## src/sv/scfl_pkg.sv

```systemverilog
// Package for the size-class free-list allocator.
// Holds field widths, status and kind codes, and the controller/datapath structs.
// No dependencies.
`default_nettype none

package scfl_pkg;

    localparam int SIZE_W    = 13;
    localparam int OFF_W     = 16;
    localparam int GRAN_W    = 12;
    localparam int LINK_W    = GRAN_W + 1;
    localparam int GRAN_SH   = 4;
    localparam int CLS_SH    = 5;
    localparam int HDR_BYTES = 16;
    localparam int MIN_BYTES = 16;
    localparam int CLS_RAW_W = 9;
    localparam int NEED_W    = 14;
    localparam int SUM_W     = 18;
    localparam int BUMP_W    = 17;

    localparam logic [1:0] ST_OK      = 2'd0;
    localparam logic [1:0] ST_OOM     = 2'd1;
    localparam logic [1:0] ST_BADSIZE = 2'd2;

    localparam logic KIND_ALLOC = 1'b0;
    localparam logic KIND_FREE  = 1'b1;

    typedef struct packed {
        logic take;
        logic out_ld;
        logic free_wr;
        logic link_rd;
        logic pop_wr;
        logic bump_wr;
    } t_cmd;

    typedef struct packed {
        logic bad;
        logic is_free;
        logic head_vld;
        logic out_free;
    } t_sts;

endpackage

`default_nettype wire

```

## src/sv/scfl_ctrl.sv

```systemverilog
// Controller state machine of the size-class free-list allocator.
// Sequences head reads, link accesses and result loads. Depends on scfl_pkg.
`default_nettype none

module scfl_ctrl
    import scfl_pkg::*;
(
    input  wire  i_clk,
    input  wire  i_rst_n,
    input  wire  i_s_tvalid,
    output logic o_s_tready,
    input  t_sts i_sts,
    output t_cmd o_cmd
);

    typedef enum logic [2:0] {
        S_IDLE = 3'b001,
        S_HEAD = 3'b010,
        S_LINK = 3'b100
    } t_state;

    t_state r_state;
    t_state n_state;

    always_comb begin
        n_state    = r_state;
        o_cmd      = '0;
        o_s_tready = 1'b0;
        case (r_state)
            S_IDLE: begin
                o_s_tready = i_rst_n;
                if (i_rst_n && i_s_tvalid) begin
                    o_cmd.take = 1'b1;
                    n_state    = S_HEAD;
                end
            end
            S_HEAD: begin
                if (i_sts.out_free) begin
                    o_cmd.out_ld = 1'b1;
                    n_state      = S_IDLE;
                    if (i_sts.bad) begin
                        n_state = S_IDLE;
                    end else if (i_sts.is_free) begin
                        o_cmd.free_wr = 1'b1;
                    end else if (i_sts.head_vld) begin
                        o_cmd.link_rd = 1'b1;
                        n_state       = S_LINK;
                    end else begin
                        o_cmd.bump_wr = 1'b1;
                    end
                end
            end
            S_LINK: begin
                o_cmd.pop_wr = 1'b1;
                n_state      = S_IDLE;
            end
            default: begin
                n_state = S_IDLE;
            end
        endcase
    end

    always_ff @(posedge i_clk) begin
        if (!i_rst_n) begin
            r_state <= S_IDLE;
        end else begin
            r_state <= n_state;
        end
    end

endmodule

`default_nettype wire

```

## config.mk

```make
export PLATFORM = sky130hd
export DESIGN_NAME = scfl_ctrl
export DESIGN_NICKNAME = d
export VERILOG_FILES = /design/src/sv/scfl_pkg.sv /design/src/sv/scfl_ctrl.sv
export SDC_FILE = /design/constraint.sdc
export NUM_CORES = 1
export LEC_CHECK = 0
export ABC_AREA = 1
export BUFFER_PORTS_ARGS = -buffer_cell sky130_fd_sc_hd__buf_4
export CORE_AREA = 2 2 39 41
export DETAILED_ROUTE_END_ITERATION = 8
export DIE_AREA = 0 0 41 43
export PLACE_DENSITY = 0.39
export REMOVE_ABC_BUFFERS = 1
export SETUP_SLACK_MARGIN = 0.05
export SLEW_MARGIN = 0
export SYNTH_ARGS = -nofsm -noshare
export SYNTH_HDL_FRONTEND = slang
export SYNTH_SLANG_ARGS = --single-unit
```

## constraint.sdc

```tcl
create_clock -name i_clk -period 1.8 [get_ports i_clk]
set_clock_uncertainty 0.15 [all_clocks]
set_input_delay 0.27 -clock i_clk [delete_from_list [all_inputs] [get_ports i_clk]]
set_output_delay 0.27 -clock i_clk [all_outputs]
set_load 0.01 [all_outputs]
```

==> reports/summary.txt <==
Status -> finished clean
Reg power frac -> 31.5%
Leak pwr -> 0.1970 nW
Max-slew violations -> 0
Root Buffer -> clkbuf_4
Largest area contributor in the netlist -> dfxtp_1
Total Power -> 235.5 uW
Max Fclk -> 0.6266 GHz
CP Data Required Time -> 1.38 ns
Mapped Area -> 216.5 um2
Dominant cells by area after synthesis -> dfxtp_1 (28%), nand2_1 (16%), nor3_2 (14%), inv_1 (12%), nor2_1 (6.9%)
Worst-path fanout max -> 4
Largest Register -> r_state
Post-Synthesis Cells -> 36
Row Count -> 14
DRT Pass-1 Iters -> 3
Critical path startpoint category -> flip-flop
H-tree depth -> 1
Clk sinks -> 3
Final setup margin -> 0.2040 ns
Sw frac -> 25.67%
Top flop regs -> r_state x3
Seq/Total Area, Yosys -> 27.75%
Final WL -> 531 um
Post-CTS repair timing setup buffer count -> 0
R2R Setup Slk -> 0.69 ns
Nets -> 61
Die H -> 43 um
Multi-input combinational cell area -> 122.6 um2
Clk buf depth -> 2
Worst VDD drop -> 0.2179 mV
Filler instances -> 166
Sum of negative setup slack -> 0 ns
Critical Path Start -> r_state[1]
R2R depth -> 5
Period minus WS final -> 1.596 ns
Via count -> 273
Largest net degree at the start of global routing -> 7
Die Footprint -> 1763 um2
Hold Violations, Final -> 0
Resized Gates After CTS -> 0
Register area -> 60.06 um2
Reg2reg start -> r_state[0]
Crit path DAT -> 1.18 ns
Synth top area share -> 27.75%
Crit. End Element -> primary output
Gate power share -> 19.2%
I/O Buffers -> 13
Post-route insts no fill -> 69
Layout area overhead -> 66.47%
Clk Latency, worst-skew pair -> 0.23 ns
Total gr overflow -> 0
Fin crit share -> 88.67%
Max reg flops -> 3
Wire length per cell -> 7.696 um
Yosys Warn Count -> 0
Synth unique cells -> 13
Gpl congestion -> 0.6163
Relative slew slack -> 89.06%
CTS clk-pin slew, worst paths -> 0.04 ns
HP Class -> in2reg
DR iter-0 viols -> 5
Die width -> 41 um
Number of global-route vias before repair -> 233
Total CTS buffers -> 3
Net Switching -> 60.45 uW
Placement-stage worst setup slack -> 0.4332 ns
RSZ-0062 raised after global routing -> false
GRT Total Usage -> 6.713%
First-pass GRT wire length -> 765 um
# setup viols final -> 0
Final ANT Viol Nets -> 0
CORE AREA -> 1384 um2
P_int -> 175.1 uW
CTS tree -> done
CP endpoint -> o_cmd[0]
DRC Markers -> 0
Inserted Diodes -> 0
DP HPWL -> 448.8 um
Vias per cell -> 3.957
Number of max-cap violations -> 0
Crit Path Category -> reg2out
Initial antenna violation count -> 0
Cells after DPL -> 65
Initial Utilization -> 15.64%
Clock power share -> 49.3%
Final design instance area without fill -> 360.3 um2
#FFs+latches synth -> 3
Share of cells above drive strength 1 -> 41.51%
RR Endpoint -> r_state[2]
Post-DP Area -> 334.1 um2
Io pins -> 14
Power Density -> 653.6 nW/um2
Slew @ Worst Pin -> 0.1639 ns
Hold-fix buffers, CTS -> 0
Syn_area_per_cell -> 6.013 um2
-- per-stage QoR --
stage | util [%] | hold WS (ns)
final | 26.04 | 0.1434
after global routing | 26.04 | 0.1560
after CTS | 26.04 | 0.1377
after detailed placement | 24.14 | 0.3837
after global placement | 24.14 | 0.3795
after floorplan | - | 0.2589
-- cells in the mapped netlist (all sizes together) --
cell,count
nor2,5
nand3,2
inv,9
a21oi,1
nand2,9
dfxtp,3
a31oi,1
o21ai,1
nand4,1
nor3,4
-- power by group through the flow --
| stage | combinational, mW | sequential [mW] | clock, mW |
|---|---|---|---|
| 3_3_place_gp | 0.0460 | 0.0751 | 0 |
| 3_5_place_dp | 0.0459 | 0.0753 | 0 |
| 6_report | 0.0452 | 0.0742 | 0.116 |
| 5_1_grt | 0.0506 | 0.0750 | 0.129 |
| 4_1_cts | 0.0461 | 0.0742 | 0.124 |
| 2_1_floorplan | 0.0238 | 0.0747 | 0 |
-- cell families after synthesis --
group,share of synthesized area [%]
DFF,27.75
AOI/OAI and AO/OA,7.512
buffers and inverters,15.61
and+or+nand+nor,49.13
-- critical path, stage by stage, from the launching register on --
cell,delay [ns]
dfxtp_1,0.37
nand2_1,0.10
nor2_1,0.13
nand2_1,0.11
nor3_2,0.11
buf_4,0.13
-- worst min-delay path by stage --
stage,cells after the start,slack [ns],start,endpoint
finish,3,0.14,i_rst_n,r_state[2]
floorplan,2,0.26,i_rst_n,r_state[2]
detailed placement,3,0.38,i_rst_n,r_state[2]
CTS,3,0.14,i_rst_n,r_state[2]
global placement,3,0.38,i_rst_n,r_state[2]
global route,3,0.16,i_rst_n,r_state[2]
-- per-layer routing --
metal | GRT usage (%) | vias up | part of all wire (%)
met5 | 0 | - | 0
met4 | 6.000 | 0 | 0
met3 | 3.141 | 0 | 11
met2 | 8.750 | 12 | 42
met1 | 7.668 | 112 | 47
li1 | - | 149 | -
-- layout by cell type, fill, tap and decap left out, drive strengths merged, types with 2 or more instances in the layout --
master,count
buf,13
clkbuf,4
dfxtp,3
inv,9
nand2,9
nand3,2
nor2,5
nor3,4
-- area by class of cell --
class                           count  area share, %
Clock buffer                        4          7.292
Inverter                            9          9.375
Multi-Input combinational cell     24          34.03
Sequential cell                     3          16.67
Tap cell                           16          5.556
Timing Repair Buffer               13          27.08
Note: power is estimated with default switching activity, not from simulation.
